File: src/rtl/spq_pkg.sv
// ---------------------------------------------------------------------------
// Sorted priority queue package
// Shared default sizes, request codes and status codes for the queue core.
// ---------------------------------------------------------------------------
package spq_pkg;

  // Default sizes handed to the core's parameters.
  localparam int DEF_CAPACITY     = 16;
  localparam int DEF_KEY_BITS     = 16;
  localparam int DEF_PAYLOAD_BITS = 16;

  // Fixed field widths.
  localparam int REQ_BITS    = 2;
  localparam int STATUS_BITS = 2;

  // Request codes.
  typedef enum logic [REQ_BITS-1:0] {
    REQ_PUSH   = 2'd0,
    REQ_POP    = 2'd1,
    REQ_PEEK   = 2'd2,
    REQ_UNUSED = 2'd3
  } req_t;

  // Result status codes.
  typedef enum logic [STATUS_BITS-1:0] {
    STATUS_OK    = 2'd0,
    STATUS_EMPTY = 2'd1,
    STATUS_FULL  = 2'd2
  } status_t;

endpackage

File: src/rtl/sorted_priority_queue_core.sv
// ---------------------------------------------------------------------------
// Sorted priority queue core
// Keeps key/payload entries in ascending key order in one circular memory.
// ---------------------------------------------------------------------------
// The queue holds up to CAPACITY entries in a single synchronous memory
// (one read and one write port, registered read data), laid out as a ring
// that starts at the head slot. One request is worked on at a time. A push
// walks from the tail toward the head, moving every entry whose key is not
// smaller than the new key up by one slot, so a new entry goes ahead of
// entries with an equal key; each move is one memory read and one write
// back. When every held entry has a key not smaller than the new one, the
// new entry goes straight into the head slot without a final read. Pop
// and peek read the head slot. A push to a full queue, a pop or peek on
// an empty queue, and the unused request code need no memory access.
// Every request gives exactly one result transaction carrying status and
// occupancy. The result sits in an output register, so the next request
// is accepted while the previous result still waits to be taken; a
// request whose result is ready while that register is still occupied
// waits for as long as the output side stalls.
// ---------------------------------------------------------------------------
module sorted_priority_queue_core #(
  parameter int CAPACITY     = spq_pkg::DEF_CAPACITY,
  parameter int KEY_BITS     = spq_pkg::DEF_KEY_BITS,
  parameter int PAYLOAD_BITS = spq_pkg::DEF_PAYLOAD_BITS,
  localparam int IDX_W       = (CAPACITY > 1) ? $clog2(CAPACITY) : 1,
  localparam int CNT_W       = $clog2(CAPACITY + 1)
) (
  input  logic                            clk,
  input  logic                            rst_n,
  // Request channel
  input  logic                            in_valid,
  output logic                            in_stall,
  input  logic [spq_pkg::REQ_BITS-1:0]    in_req_type,
  input  logic [KEY_BITS-1:0]             in_entry_key,
  input  logic [PAYLOAD_BITS-1:0]         in_entry_payload,
  // Result channel
  output logic                            out_valid,
  input  logic                            out_stall,
  output logic [spq_pkg::STATUS_BITS-1:0] out_status,
  output logic [KEY_BITS-1:0]             out_key,
  output logic [PAYLOAD_BITS-1:0]         out_payload,
  output logic [CNT_W-1:0]                out_occupancy
);

  localparam int ENTRY_W = KEY_BITS + PAYLOAD_BITS;

  typedef enum logic [4:0] {
    ST_IDLE  = 5'b00001,
    ST_READ  = 5'b00010,
    ST_CMP   = 5'b00100,
    ST_FETCH = 5'b01000,
    ST_DONE  = 5'b10000
  } state_t;

  // Ring position of an offset from the head; the sum stays below twice
  // the capacity, so one compare and subtract wraps it.
  function automatic logic [IDX_W-1:0] slot_at(input logic [IDX_W-1:0] head,
                                                input logic [CNT_W-1:0] off);
    logic [CNT_W:0] sum;
    sum = (CNT_W+1)'(head) + {1'b0, off};
    if (sum >= (CNT_W+1)'(CAPACITY)) begin
      sum = sum - (CNT_W+1)'(CAPACITY);
    end
    return sum[IDX_W-1:0];
  endfunction

  // Control state
  state_t                          state_r, state_nxt;
  logic [IDX_W-1:0]                head_r, head_nxt;
  logic [CNT_W-1:0]                count_r, count_nxt;
  logic                            out_valid_r, out_valid_nxt;

  // Request and working registers
  logic [spq_pkg::REQ_BITS-1:0]    req_r, req_nxt;
  logic [KEY_BITS-1:0]             key_r, key_nxt;
  logic [PAYLOAD_BITS-1:0]         pay_r, pay_nxt;
  logic [CNT_W-1:0]                pos_r, pos_nxt;
  logic [spq_pkg::STATUS_BITS-1:0] res_status_r, res_status_nxt;
  logic [KEY_BITS-1:0]             res_key_r, res_key_nxt;
  logic [PAYLOAD_BITS-1:0]         res_pay_r, res_pay_nxt;

  // Output registers
  logic [spq_pkg::STATUS_BITS-1:0] out_status_r, out_status_nxt;
  logic [KEY_BITS-1:0]             out_key_r, out_key_nxt;
  logic [PAYLOAD_BITS-1:0]         out_pay_r, out_pay_nxt;
  logic [CNT_W-1:0]                out_occ_r, out_occ_nxt;

  // Entry memory and its port controls
  logic [ENTRY_W-1:0]              mem_r [CAPACITY];
  logic [ENTRY_W-1:0]              rd_data_r;
  logic                            rd_en;
  logic [IDX_W-1:0]                rd_addr;
  logic                            wr_en;
  logic [IDX_W-1:0]                wr_addr;
  logic [ENTRY_W-1:0]              wr_data;

  logic                            in_accept;
  logic                            out_free;
  logic [KEY_BITS-1:0]             rd_key;
  logic [PAYLOAD_BITS-1:0]         rd_pay;

  assign in_stall  = (state_r != ST_IDLE);
  assign in_accept = in_valid && !in_stall;
  assign out_free  = !out_valid_r || !out_stall;
  assign rd_key    = rd_data_r[ENTRY_W-1:PAYLOAD_BITS];
  assign rd_pay    = rd_data_r[PAYLOAD_BITS-1:0];

  // Sequencer: decode, tail-to-head insertion walk, head fetch, result load.
  always_comb begin
    state_nxt      = state_r;
    head_nxt       = head_r;
    count_nxt      = count_r;
    out_valid_nxt  = out_valid_r;
    req_nxt        = req_r;
    key_nxt        = key_r;
    pay_nxt        = pay_r;
    pos_nxt        = pos_r;
    res_status_nxt = res_status_r;
    res_key_nxt    = res_key_r;
    res_pay_nxt    = res_pay_r;
    out_status_nxt = out_status_r;
    out_key_nxt    = out_key_r;
    out_pay_nxt    = out_pay_r;
    out_occ_nxt    = out_occ_r;
    rd_en          = 1'b0;
    rd_addr        = head_r;
    wr_en          = 1'b0;
    wr_addr        = slot_at(head_r, pos_r);
    wr_data        = {key_r, pay_r};

    // A taken result frees the output register.
    if (out_valid_r && !out_stall) begin
      out_valid_nxt = 1'b0;
    end

    case (state_r)
      ST_IDLE: begin
        if (in_accept) begin
          req_nxt        = in_req_type;
          key_nxt        = in_entry_key;
          pay_nxt        = in_entry_payload;
          pos_nxt        = count_r;
          res_status_nxt = spq_pkg::STATUS_OK;
          res_key_nxt    = '0;
          res_pay_nxt    = '0;
          case (in_req_type)
            spq_pkg::REQ_PUSH: begin
              if (count_r == CNT_W'(CAPACITY)) begin
                res_status_nxt = spq_pkg::STATUS_FULL;
                state_nxt      = ST_DONE;
              end else begin
                state_nxt = ST_READ;
              end
            end
            spq_pkg::REQ_POP, spq_pkg::REQ_PEEK: begin
              if (count_r == '0) begin
                res_status_nxt = spq_pkg::STATUS_EMPTY;
                state_nxt      = ST_DONE;
              end else begin
                rd_en     = 1'b1;
                rd_addr   = head_r;
                state_nxt = ST_FETCH;
              end
            end
            default: begin
              state_nxt = ST_DONE;
            end
          endcase
        end
      end

      // Read the entry just below the open slot, or drop the new entry
      // into the head slot when the walk has reached it.
      ST_READ: begin
        if (pos_r == '0) begin
          wr_en     = 1'b1;
          wr_addr   = slot_at(head_r, pos_r);
          wr_data   = {key_r, pay_r};
          count_nxt = count_r + 1'b1;
          state_nxt = ST_DONE;
        end else begin
          rd_en     = 1'b1;
          rd_addr   = slot_at(head_r, pos_r - 1'b1);
          state_nxt = ST_CMP;
        end
      end

      // Move a not-smaller entry up one slot, or place the new entry.
      ST_CMP: begin
        wr_en   = 1'b1;
        wr_addr = slot_at(head_r, pos_r);
        if (rd_key >= key_r) begin
          wr_data   = rd_data_r;
          pos_nxt   = pos_r - 1'b1;
          state_nxt = ST_READ;
        end else begin
          wr_data   = {key_r, pay_r};
          count_nxt = count_r + 1'b1;
          state_nxt = ST_DONE;
        end
      end

      // Head entry is back from memory.
      ST_FETCH: begin
        res_key_nxt = rd_key;
        res_pay_nxt = rd_pay;
        if (req_r == spq_pkg::REQ_POP) begin
          head_nxt  = slot_at(head_r, CNT_W'(1));
          count_nxt = count_r - 1'b1;
        end
        state_nxt = ST_DONE;
      end

      // Hand the result over once the output register is free.
      ST_DONE: begin
        if (out_free) begin
          out_valid_nxt  = 1'b1;
          out_status_nxt = res_status_r;
          out_key_nxt    = res_key_r;
          out_pay_nxt    = res_pay_r;
          out_occ_nxt    = count_r;
          state_nxt      = ST_IDLE;
        end
      end

      default: begin
        state_nxt = ST_IDLE;
      end
    endcase
  end

  // Control registers.
  always_ff @(posedge clk) begin
    if (!rst_n) begin
      state_r     <= ST_IDLE;
      head_r      <= '0;
      count_r     <= '0;
      out_valid_r <= 1'b0;
    end else begin
      state_r     <= state_nxt;
      head_r      <= head_nxt;
      count_r     <= count_nxt;
      out_valid_r <= out_valid_nxt;
    end
  end

  // Payload registers.
  always_ff @(posedge clk) begin
    req_r        <= req_nxt;
    key_r        <= key_nxt;
    pay_r        <= pay_nxt;
    pos_r        <= pos_nxt;
    res_status_r <= res_status_nxt;
    res_key_r    <= res_key_nxt;
    res_pay_r    <= res_pay_nxt;
    out_status_r <= out_status_nxt;
    out_key_r    <= out_key_nxt;
    out_pay_r    <= out_pay_nxt;
    out_occ_r    <= out_occ_nxt;
  end

  // Entry memory: one write port, one read port with registered data.
  always_ff @(posedge clk) begin
    if (wr_en) begin
      mem_r[wr_addr] <= wr_data;
    end
    if (rd_en) begin
      rd_data_r <= mem_r[rd_addr];
    end
  end

  assign out_valid     = out_valid_r;
  assign out_status    = out_status_r;
  assign out_key       = out_key_r;
  assign out_payload   = out_pay_r;
  assign out_occupancy = out_occ_r;

endmodule
File: config.mk
export PLATFORM = sky130hd
export DESIGN_NAME = sorted_priority_queue_core
export DESIGN_NICKNAME = d
export VERILOG_FILES = /design/src/rtl/spq_pkg.sv /design/src/rtl/sorted_priority_queue_core.sv
export SDC_FILE = /design/constraint.sdc
export NUM_CORES = 1
export LEC_CHECK = 0
export ABC_AREA = 0
export BUFFER_PORTS_ARGS = -buffer_cell sky130_fd_sc_hd__buf_4
export CELL_PAD_IN_SITES_DETAIL_PLACEMENT = 1
export CELL_PAD_IN_SITES_GLOBAL_PLACEMENT = 2
export CORE_ASPECT_RATIO = 0.8
export CORE_MARGIN = 4
export CORE_UTILIZATION = 41
export DETAILED_ROUTE_END_ITERATION = 16
export GPL_TIMING_DRIVEN = 0
export MAX_ROUTING_LAYER = met4
export PLACE_DENSITY = 0.84
export SLEW_MARGIN = 20
export SYNTH_ARGS = -nofsm -noshare
export SYNTH_HDL_FRONTEND = slang
export SYNTH_SLANG_ARGS = --single-unit
File: constraint.sdc
create_clock -name clk -period 4 [get_ports clk]
set_clock_uncertainty 0.05 [all_clocks]
set_input_delay 1 -clock clk [delete_from_list [all_inputs] [get_ports clk]]
set_output_delay 1 -clock clk [all_outputs]
set_load 0.01 [all_outputs]
# Yosys cells after proc, flatten, opt, wreduce, memory -nomap -nowiden
# Memories as Yosys holds them, arrays and structs flattened. A register that Yosys moved wholly into a read port is not among the register bits.
# Index checks and enable logic that the tools add are counted.
dict set report op_classes {
  n_eq_ne 16
  addsub 9
  mux 40
  n_reduce_logical 20
  n_lt_le_gt_ge 4
}
# cell n
set ops {}
lappend ops {{32-bit two-way mux} 2}
lappend ops {{16-bit one-hot mux with 2 select lines} 2}
lappend ops {{5-bit two-way mux} 11}
lappend ops {{5-bit one-hot mux with 5 select lines} 1}
lappend ops {{4-bit two-way mux} 5}
lappend ops {{5-bit one-hot mux with 2 select lines} 2}
lappend ops {{16-bit >= comparator} 1}
lappend ops {{16-bit two-way mux} 1}
lappend ops {{5-bit one-hot mux with 3 select lines} 1}
lappend ops {{4-bit by 5-bit adder with 6-bit output} 2}
lappend ops {{6-bit by 5-bit >= comparator with 1-bit output (second input constant)} 2}
lappend ops {{2-bit inequality test (second input constant)} 6}
lappend ops {{4-bit by 1-bit subtractor with 4-bit output (second input constant)} 3}
lappend ops {{1-bit two-way mux} 11}
lappend ops {{5-bit == test (second input constant)} 2}
lappend ops {{5-bit logical NOT} 2}
lappend ops {{2-bit AND reduction} 5}
lappend ops {{5-bit by 1-bit subtractor with 5-bit output (second input constant)} 2}
lappend ops {{4-bit by 1-bit adder with 5-bit output (second input constant)} 1}
lappend ops {{5-bit by 1-bit adder with 5-bit output (second input constant)} 1}
lappend ops {{5-bit by 1-bit == test with 1-bit output (second input constant)} 1}
lappend ops {{5-bit by 2-bit == test with 1-bit output (second input constant)} 1}
lappend ops {{5-bit by 3-bit == test with 1-bit output (second input constant)} 1}
lappend ops {{5-bit by 4-bit == test with 1-bit output (second input constant)} 1}
lappend ops {{other kinds (16)} 22}
dict set report totals {
  ram_bits 512
  register_bits 127
  memories 1
  inputBits 38
}
# memory words width rd rd_ports_with_merged_regs write_ports line
set memory_table {}
lappend memory_table {mem_r 16 32 1 1 1 sorted_priority_queue_core.sv:89} ;# logic [ENTRY_W-1:0] mem_r [CAPACITY];

# Depth between registers and ports, before layout
# Gate-level depths: netlist of the first run.
dict set report depth {
  depth_word 6
  mapped_depth 12
  depth_no_buf 10
}

# Worst setup path before layout of the first run
# No wires, ideal clock.
dict set report synth_timing {
  path_kind {reg2reg}
  startpoint {reg pos_r[1]}
  endpoint {mem mem_r[1][0] (netlist bit) (enable)}
  required_time_ns 3.529
  path_buffers 2
  arrival_ns 3.438
  path_slack_ns 0.091
  period_less_slack_ns 3.909
  path_stages_with_launch 9
  path_cell_list {edfxtp_1 -> inv_1 -> ha_1 -> nor4b_4 -> clkbuf_1 -> clkbuf_1 -> a21oi_1 -> or3_1 -> nor2_1}
}
dict set report synth_between {
  elab_chain_len 5
}
# item line
set synth_rtl {}
lappend synth_rtl {{start: declaration} sorted_priority_queue_core.sv:77} ;# logic [CNT_W-1:0] pos_r, pos_nxt;
lappend synth_rtl {{start signal: assignment} sorted_priority_queue_core.sv:252} ;# pos_r <= pos_nxt;
lappend synth_rtl {{parallel branches: the longest is 5 deep, another holds 4-bit by 5-bit adder with 6-bit output} -}
lappend synth_rtl {{end: declaration} sorted_priority_queue_core.sv:89}
# Several ways; the timed one is not identified.

# Final worst setup path of the first run
dict set report layout_timing {
  startpoint {reg pos_r[0]}
  endpoint {reg rd_data_r[25], read port of mem_r (data pin)}
}
dict set report layout_between {
  elab_chain_len 6
}
# item line
set layout_rtl {}
lappend layout_rtl {{5-bit by 1-bit subtractor with 5-bit output} sorted_priority_queue_core.sv:183} ;# rd_addr = slot_at(head_r, pos_r - 1'b1);
lappend layout_rtl {{4-bit by 5-bit adder with 6-bit output} sorted_priority_queue_core.sv:60} ;# sum = (CNT_W+1)'(head) + {1'b0, off};
lappend layout_rtl {{6-bit by 5-bit >= comparator with 1-bit output / 4-bit by 1-bit subtractor with 4-bit output (equally long branches)} {sorted_priority_queue_core.sv:61, sorted_priority_queue_core.sv:62}}
lappend layout_rtl {{4-bit two-way mux} sorted_priority_queue_core.sv:61} ;# if (sum >= (CNT_W+1)'(CAPACITY)) begin
lappend layout_rtl {{4-bit two-way mux} sorted_priority_queue_core.sv:175} ;# if (pos_r == '0) begin
lappend layout_rtl {{4-bit two-way mux} -}
lappend layout_rtl {{end: declaration} sorted_priority_queue_core.sv:90} ;# logic [ENTRY_W-1:0] rd_data_r;
# Parallel ways exist; a longest one is shown, timed or not.
# A chain may end at the register's enable or synchronous reset.

==> results of run 1 <==
[cell usage after synthesis, types with 2 or more instances]
cell	number
a2111oi_0	128
a21o_1	7
a21oi_1	14
a311oi_1	128
a31oi_1	7
a32oi_1	64
and2_1	6
and3_1	33
buf_1	6
buf_2	23
buf_4	8
buf_6	3
clkbuf_1	159
dfxtp_1	15
edfxtp_1	656
fa_1	3
ha_1	29
inv_1	92
mux2_2	33
mux2i_1	258
mux4_2	32
nand2_1	213
nand2b_1	194
nand3_1	14
nand3b_1	3
nand4_1	5
nor2_1	94
nor2b_1	8
nor3_1	5
nor3b_1	5
nor4_1	3
nor4b_1	2
o2111ai_1	5
o211a_1	2
o21ai_0	5
o21ai_1	2
or2_2	3
or3_1	2
xnor2_1	6
xor2_1	6
[through the flow]
stage / instances / total power (uW) / setup TNS, ns
after floorplan: 2301 / 8830 / 0
after global placement: 3391 / 9398 / -1520.78
after detailed placement: 3417 / 9510 / -353.16
after CTS: 3562 / 16150 / 0
after global routing: 3565 / 16580 / -0.07071
final: 3565 / 16130 / -0.05795
[power by group]
part	switching, uW	leakage, uW	internal, uW
clock network	2840	0.00113	3850
logic	1070	0.00608	336
registers	70.9	0.00608	7970
[state kept, by name (all words and copies together), names as in the netlist]
signal         cells
head_r             4
out_status         2
mem_r            512
out_payload       16
req_r              2
res_status_r       2
out_occupancy      5
pos_r              5
rd_data_r         32
out_key           16
out_valid          1
res_pay_r         16
res_key_r         16
count_r            5
pay_r             16
state_r            5
key_r             16
[layout make-up]
type	count	area share [%]
Clock inverter	38	1.113
Timing Repair Buffer	127	4.173
Sequential cell	671	54.06
Buffer	199	2.367
Inverter	93	0.9435
Multi-Input combinational cell	1338	28.79
Clock buffer	87	5.137
Tap cell	1012	3.422
[routing by layer]
| metal | part of all wire (%) | track usage, % | vias to the layer above |
|---|---|---|---|
| met2 | 46 | 40.21 | 1170 |
| met5 | 0 | - | - |
| met3 | 9.0 | 4.593 | 206 |
| met1 | 42 | 36.38 | 11590 |
| met4 | 3.0 | 7.953 | 0 |
| li1 | - | - | 9370 |
[how the worst min path moves through the flow]
stage | startpoint | to | slack (ns) | cells after the start
4_1_cts | res_pay_r[10] | out_payload[10] | 0.37 | 0
3_5_place_dp | res_key_r[3] | out_key[3] | 0.36 | 0
2_1_floorplan | res_key_r[0] | out_key[0] | 0.35 | 0
3_3_place_gp | res_status_r[1] | out_status[1] | 0.35 | 0
5_1_grt | res_key_r[9] | out_key[9] | 0.38 | 0
6_report | res_key_r[3] | out_key[3] | 0.36 | 0
[what timing repair did]
| item | in CTS | in global routing |
|---|---|---|
| pin swaps | 10 | 3 |
| resized for setup | 30 | 53 |
| buffers inserted | 20 | 3 |
| endpoints found under the setup margin | 672 | 254 |
[worst reg2reg max path, delay by kind of cell (launching register included)]
kind | cells | cell delay [ns]
flip-flops | 1 | 0.51
multiplexers | 2 | 0.80
AO/OA/AOI/OAI | 3 | 0.65
buffers and inverters | 3 | 0.68
XOR/XNOR | 2 | 0.48
adder cells (fa/ha/maj) | 2 | 0.59
[kinds of logic after synthesis]
logic type | count (synthesis) | synth area share [%]
and+or+nand+nor | 596 | 9.472
muxes | 324 | 11.69
DFF | 671 | 63.37
xor gates and xnor gates | 13 | 0.3846
AOI/OAI and AO/OA | 373 | 10.01
adders and majority gates | 32 | 1.340
buffers and inverters | 292 | 3.731
==> flow_metrics.py, run 1 <==
metrics = {
    "critical_path": {
        "cp.depth": 12,
        "crit_family": "multiplexers",
        "cp_cell_sequence": "inv_1, ha_1, xor2_1, ha_1, a21oi_1, a211oi_1, o21ai_2, xor2_4, buf_12, buf_2, mux2i_1, mux2i_1",
        "worstPathRequired_ns": 4.30,
        "crit_type": "register to register",
        "crit_fanout": 10,
        "cpPeakStageDelay_ns": 0.64,
        "end_kind": "register",
        "r2r-start": "pos_r[0]",
        "cp-start-kind": "register",
        "r2r_end": "rd_data_r[25]",
        "cp.arrival_ns": 4.36,
        "r2r_slack_ns": -0.06,
        "startpoint": "pos_r[0]",
        "r2r_cells": 12,
        "cp-endpoint": "rd_data_r[25]",
        "path_buf_inv": 3,
        "crit_slowest_cell": "mux2i_1",
    },
    "synth": {
        "synth_area_per_cell_um2": 13.72,
        "synthTopCellsByArea": "edfxtp_1 (62%), mux2i_1 (8.2%), nand2b_1 (3.8%)",
        "synth.distinct_cells": 60,
        "synthFlopType": "edfxtp_1",
        "syn_inst": 2301,
        "synth_edf_count": 656,
        "post-synth-top-area-cell": "edfxtp_1",
        "synth.top_cell.area_share_pct": 62.42,
        "synth_seq_cells": 671,
        "seq_area_frac_synth_pct": 63.37,
        "netlist_area_mm2": 0.03156,
        "synthArstFlopShare_pct": 0,
        "yosysWarnings": 0,
        "syn_nets": 2371,
    },
    "cts": {
        "cts_max_level": 3,
        "cts_inserted_buffers": 72,
        "cts-root-buf": "clkbuf_16",
        "clock_latency_ns": 0.64,
        "ctsHoldBuffers": 0,
        "cts_tree": "yes",
        "cts.sinks": 671,
        "clk_pin_slew_worst_paths_ns": 0.06,
        "cts_buffer_depth": 3,
    },
    "drt": {
        "drt_iter0_markers": 2679,
        "firstDrtPassIters": 5,
        "via_count": 22340,
        "wl_mm": 107.6,
        "postRouteAntennaNets": 0,
        "vias_per_cell": 6.265,
        "post_drt_wl_per_cell_um": 30.17,
        "route.detailed.drc": 0,
    },
    "placed_design": {
        "io_buffers": 78,
        "dpl_cell_area_mm2": 0.03421,
        "dpl.hpwl_mm": 75.02,
        "gp_congestion": 0.9166,
        "place_ws_ns": -1.048,
    },
    "grt": {
        "grt_pass1_vias": 23250,
        "grt_pass1_wl_mm": 155.5,
        "grt_use_total_pct": 26.37,
        "grt_max_degree": 33,
        "antenna_found_initial": 8,
        "gr-total-overflow": 0,
    },
    "layout": {
        "drive_above_1_share_pct": 15.75,
        "layout_common_cells": "edfxtp_1 (656), mux2i_1 (246), nand2_1 (212)",
        "fin_area_mm2": 0.03700,
        "diodes": 0,
        "areaGrowthSynthToFinish_pct": 17.23,
        "final_common_cell": "edfxtp_1",
        "multi_input_area_mm2": 0.01065,
        "layout.nets": 2572,
        "seqCellArea_mm2": 0.02000,
        "post-route-util_pct": 48.75,
        "fill_cells": 7577,
    },
    "power_and_ir_drop": {
        "max-vdd-ir-drop_mv": 0.3931,
        "p_per_area_mw_per_mm2": 436.1,
        "power_leakage_uw": 0.01329,
    },
    "sta": {
        "worst_pin_slew_ns": 1.068,
        "hold_violations": 0,
        "finalCritPeriodShare_pct": 101.4,
        "rsz0062_at_grt": "true",
        "fin_crit_ns": 4.058,
        "slew_viol_final": 0,
        "maxSlewHeadroom_pct": 28.83,
        "finalWorstSetupSlack_ns": -0.05795,
        "clock.fmax_mhz": 246.4,
        "holdWs_ns": 0.3647,
        "setup_viol": 1,
    },
    "floorplan": {
        "die_w_um": 318.2,
        "initial_utilization_pct": 41.58,
        "core_area_mm2": 0.07590,
        "die_h_um": 256.2,
        "die_area_mm2": 0.08150,
        "io_pins": 79,
        "rows": 90,
    },
    "outcome": {
        "violations": "negative setup slack",
        "outcome": "finished, violations left",
    },
    "run": {
        "drv_cap": 0,
    },
    "worst_hold_path": {
        "hold_path_class": "register to register",
    },
}
No activity file was read; power rests on OpenSTA's default activity.
==> run 2: changes to the inputs <==
Settings changed: CORE_ASPECT_RATIO 0.8 to 2.
==> run 2 against run 1 <==
  * The run now ends clean
  * Worst hold slack improved by 0.0073 ns
  * Sequential cell count did not move
  * Final area fell by 0.67%
  * Via count fell by 1.1%
  * Combinational power is essentially flat
  * Critical path type unchanged
  * Largest power group unchanged
  * Highest routed layer unchanged
==> flow_metrics.py, run 2 (synthesized netlist as in run 1, its figures left out) <==
metrics = {
    "layout": {
        "largest-register": "mem_r",
        "layout_common_cells": "edfxtp_1 (656), mux2i_1 (251), nand2_1 (212)",
        "fill_cells": 7711,
        "multi_input_area_mm2": 0.01060,
        "largestRegisters": "mem_r (512), rd_data_r (32)",
        "drive_above_1_share_pct": 15.55,
        "areaGrowthSynthToFinish_pct": 16.45,
        "layout.nets": 2560,
        "final_common_cell": "edfxtp_1",
        "largest_reg_flops": 512,
        "seqCellArea_mm2": 0.02000,
    },
    "critical_path": {
        "path_buf_inv": 4,
        "crit_type": "register to register",
        "cp.arrival_ns": 4.39,
        "cpPeakStageDelay_ns": 0.67,
        "end_kind": "register",
        "crit_slowest_cell": "dfxtp_2",
        "cp_cell_sequence": "ha_1, buf_2, clkbuf_2, clkbuf_2, clkbuf_2, nand2_1, a2111oi_0, nor2_1, mux2i_1, mux2i_1, mux2i_1",
        "cp.depth": 11,
        "worstPathRequired_ns": 4.41,
        "r2r_cells": 11,
        "cp-start-kind": "register",
        "crit_fanout": 10,
        "crit_family": "buffers and inverters",
    },
    "grt": {
        "grt_most_used_layer": "met2",
        "grt.met3_usage_pct": 3.867,
        "grt_max_degree": 33,
        "grt_use_total_pct": 27.61,
        "gr-total-overflow": 0,
        "use_met1_pct": 26.72,
        "grt_use_met2_pct": 47.77,
        "grt_pass1_vias": 24180,
        "grt_pass1_wl_mm": 161.2,
        "antenna_found_initial": 5,
    },
    "outcome": {
        "outcome": "finished clean",
    },
    "cts": {
        "cts_inserted_buffers": 59,
        "cts.sinks": 671,
        "ctsHoldBuffers": 0,
        "cts-root-buf": "clkbuf_16",
        "clock_latency_ns": 0.68,
        "cts_buffer_depth": 3,
        "cts_tree": "yes",
        "cts_max_level": 2,
        "clk_pin_slew_worst_paths_ns": 0.08,
    },
    "drt": {
        "postRouteAntennaNets": 0,
        "drt_iter0_markers": 1914,
        "via_count": 22090,
        "route.detailed.drc": 0,
        "vias_per_cell": 6.208,
        "firstDrtPassIters": 7,
        "wl_mm": 112.6,
        "post_drt_wl_per_cell_um": 31.66,
    },
    "sta": {
        "hold_violations": 0,
        "tns_ns": 0,
        "setup_viol": 0,
        "fin_crit_ns": 3.981,
        "slew_viol_final": 0,
        "clock.fmax_mhz": 251.2,
        "holdWs_ns": 0.3720,
        "maxSlewHeadroom_pct": 29.15,
        "worst_pin_slew_ns": 1.063,
        "finalCritPeriodShare_pct": 99.52,
        "rsz0062_at_grt": "false",
    },
    "placed_design": {
        "gp_congestion": 0.9504,
        "io_buffers": 78,
        "dpl.hpwl_mm": 81.58,
    },
    "worst_hold_path": {
        "min_path_cells": 0,
        "hold_path_class": "register to register",
    },
    "power_and_ir_drop": {
        "power_uw": 15770,
        "p_per_area_mw_per_mm2": 429.1,
        "power_leakage_uw": 0.01318,
        "max-vdd-ir-drop_mv": 0.3999,
    },
    "floorplan": {
        "rows": 143,
        "io_pins": 79,
        "die_area_mm2": 0.08175,
        "core_area_mm2": 0.07622,
        "initial_utilization_pct": 41.40,
        "die_w_um": 204.2,
        "die_h_um": 400.4,
    },
    "run": {
        "drv_cap": 0,
    },
}
-- run 2: cell count changes in the layout (fill, tap and decap cells not counted), sizes merged --
| cell | delta |
|---|---|
| buf | +2 |
| bufinv | +3 |
| clkbuf | -15 |
| clkinv | -11 |
| clkinvlp | +7 |
| diode | +3 |
| inv | +1 |
-- run 2: path summary, 6_finish.rpt --
kind                   endpoint       startpoint  slack [ns]
setup / recovery  rd_data_r[15]        head_r[0]        0.02
hold / removal    out_status[1]  res_status_r[1]        0.37
setup reg to reg  rd_data_r[15]        head_r[0]        0.02
hold reg to reg   out_status[1]  res_status_r[1]        0.37
-- run 2: power by group --
part | leakage [uW] | switching, uW | internal (uW)
Sequential | 0.00608 | 68.3 | 7960
Clock | 0.00102 | 2780 | 3530
Combinational | 0.00609 | 1090 | 338
-- run 2: layer usage --
layer	wire length (um)	part of all wire, %
met5	0	0
met4	12260	11
met3	5784	5.1
met2	58090	52
met1	36500	32
-- run 2: area by class of cell --
| type | count | share of cell area [%] |
|---|---|---|
| Antenna cell | 3 | 0.02043 |
| Buffer | 199 | 2.359 |
| Sequential cell | 671 | 54.42 |
| Inverter | 93 | 0.9499 |
| Clock inverter | 38 | 1.427 |
| Timing Repair Buffer | 128 | 4.167 |
| Tap cell | 1015 | 3.456 |
| Clock buffer | 73 | 4.358 |
| Multi-Input combinational cell | 1338 | 28.84 |
-- run 2: what timing repair did --
action	in CTS	in global routing
setup buffers	18	4
pin swaps	8	2
setup endpoints to repair	997	167
hold endpoints to repair	0	0
gates resized for setup	29	32
-- run 2: per-stage QoR --
stage	area (um2)	util, %	cells	worst slack, ns
finish	36750	48.21	3558	0.01907
global route	36750	48.21	3557	0.004597
CTS	36660	48.10	3551	0.004400
detailed placement	34240	44.92	3422	-0.9342
global placement	33410	43.84	3394	-2.855
floorplan	31560	-	2301	0.09122
==> run 3: changes to the inputs <==
Settings changed: CTS_BUF_LIST set to sky130_fd_sc_hd__clkbuf_8 sky130_fd_sc_hd__clkbuf_16, GPL_TIMING_DRIVEN 0 to not set.
==> run 3 against run 2 <==
  * Fmax grew 11%
  * Combinational power down 17%
  * Via count shrank 6.0%
  * Cell count decreased by 5.3%
  * Sequential cell count unchanged
  * Sequential power about the same
  * Die area unchanged
  * Utilization shrank 1.3 points
  * Final area decreased by 2.7%
  * Setup slack gained 0.39 ns
  * Routed wire length fell by 15%
  * Global-route usage down 4.2 points
  * Critical endpoint is now mem_r[14][18]
  * Highest routed layer unchanged
==> flow_metrics.py, run 3 (synthesized netlist as in run 1, its figures left out) <==
metrics = {
    "outcome": {
        "outcome": "finished clean",
    },
    "drt": {
        "postRouteAntennaNets": 0,
        "vias_per_cell": 6.168,
        "wl_mm": 95.26,
        "post_drt_wl_per_cell_um": 28.28,
        "drt_iter0_markers": 1625,
        "via_count": 20770,
        "route.detailed.drc": 0,
        "firstDrtPassIters": 5,
    },
    "layout": {
        "areaGrowthSynthToFinish_pct": 13.33,
        "largest-register": "mem_r",
        "layout_common_cells": "edfxtp_1 (656), mux2i_1 (257), nand2_1 (212)",
        "instances_no_fill": 3368,
        "diodes": 0,
        "largestRegisters": "mem_r (512), rd_data_r (32)",
        "drive_above_1_share_pct": 14.36,
        "final_common_cell": "edfxtp_1",
        "fin_area_mm2": 0.03577,
        "post-route-util_pct": 46.92,
        "layout.nets": 2379,
        "largest_reg_flops": 512,
    },
    "grt": {
        "grt_max_degree": 194,
        "antenna_found_initial": 0,
        "grt_pass1_wl_mm": 141.9,
        "use_met1_pct": 26.22,
        "grt_use_met2_pct": 41.54,
        "grt.met3_usage_pct": 2.427,
        "grt_most_used_layer": "met2",
        "grt_use_total_pct": 23.39,
        "grt_pass1_vias": 22790,
        "gr-total-overflow": 0,
    },
    "power_and_ir_drop": {
        "power_leakage_uw": 0.01284,
        "p_per_area_mw_per_mm2": 422.3,
        "max-vdd-ir-drop_mv": 0.3278,
    },
    "critical_path": {
        "r2r_slack_ns": 0.41,
        "cp-start-kind": "register",
        "crit_type": "register to register",
        "end_kind": "register",
        "cp_cell_sequence": "inv_1, ha_1, nor4b_4, buf_4, nand2_1, nand2_1, nand3_1, nor2_4, buf_12",
        "cp.arrival_ns": 3.83,
        "cpPeakStageDelay_ns": 0.67,
        "crit_slowest_cell": "buf_4",
        "crit_fanout": 57,
        "cpMostUsedCell": "nand2_1",
        "worstPathRequired_ns": 4.24,
    },
    "floorplan": {
        "rows": 143,
        "io_pins": 79,
        "die_h_um": 400.4,
        "initial_utilization_pct": 41.40,
        "die_w_um": 204.2,
        "core_area_mm2": 0.07622,
        "die_area_mm2": 0.08175,
    },
    "sta": {
        "hold_violations": 0,
        "clock.fmax_mhz": 278.9,
        "rsz0062_at_grt": "false",
        "tns_ns": 0,
        "maxSlewHeadroom_pct": 35.41,
        "setup_viol": 0,
        "fin_crit_ns": 3.586,
        "finalCritPeriodShare_pct": 89.65,
        "slew_viol_final": 0,
        "worst_pin_slew_ns": 0.9688,
    },
    "cts": {
        "cts_resized": 0,
        "cts_tree": "yes",
        "clk_pin_slew_worst_paths_ns": 0.08,
        "cts_max_level": 2,
        "cts_buffer_depth": 3,
        "cts-root-buf": "clkbuf_16",
        "ctsHoldBuffers": 0,
        "cts_inserted_buffers": 58,
        "postCtsSetupBuffers": 0,
        "cts.sinks": 671,
        "clock_latency_ns": 0.66,
    },
    "placed_design": {
        "gp_congestion": 0.8043,
        "io_buffers": 78,
        "dpl.hpwl_mm": 53.34,
        "dpl_cell_area_mm2": 0.03381,
        "placed_cells": 3264,
    },
    "run": {
        "drv_cap": 0,
    },
    "worst_hold_path": {
        "hold_path_class": "register to register",
    },
}
run 3: cell count changes in the layout (fill, tap and decap cells not counted), moves of 4 or more:
cell        delta
buf_1          -8
buf_12        +19
buf_16        -18
buf_2         -24
buf_4         +11
clkbuf_1     -137
clkbuf_2      -28
clkinv_1       +7
clkinvlp_4     -4
inv_1          +7
mux2i_1        +6
mux2i_2        -7
run 3: where the power goes:
group	leakage [uW]	switching (uW)	internal, uW	total (uW)
clock	0.000977	2640	3250	5890
sequential	0.00608	83.1	7960	8040
combinational	0.00579	862	315	1180
run 3: critical path: cells and delay by family, from the launching register on:
family        cells  cell delay [ns]
buf+inv           3             1.15
flops             1             0.46
simple gates      5             1.28
fa+ha+maj         1             0.24
run 3: metal layers:
| layer | vias up | share of wire (%) |
|---|---|---|
| li1 | 8955 | - |
| met1 | 10760 | 37 |
| met2 | 795 | 53 |
| met3 | 262 | 5.3 |
| met4 | 0 | 5.2 |
| met5 | - | 0 |
run 3: final timing paths:
path / start / endpoint / cells after the start
worst max-delay path: pos_r[0] / mem_r[14][18] / 9
worst min-delay path: res_pay_r[14] / out_payload[14] / 0
worst max register to register: pos_r[0] / mem_r[14][18] / 9
worst min register to register: res_pay_r[14] / out_payload[14] / 0
run 3: layout make-up:
type / count / area (um2)
fillers: 7578 / 40460
clock buffers: 58 / 1451
clock inverters: 46 / 506.7
well taps: 1015 / 1270
multi-input cells: 1338 / 10630
inverters: 93 / 349.1
flip-flops and latches: 671 / 20000
repair buffers: 147 / 1554
run 3: stage by stage:
stage               power [uW]  hold WS (ns)  setup WS, ns
detailed placement        9356        0.3551        0.5268
global route             15590        0.3765        0.2564
floorplan                 8830        0.3503       0.09122
global placement          9292        0.3539        0.6094
finish                   15100        0.3716        0.4139
CTS                      15230        0.3739        0.4761
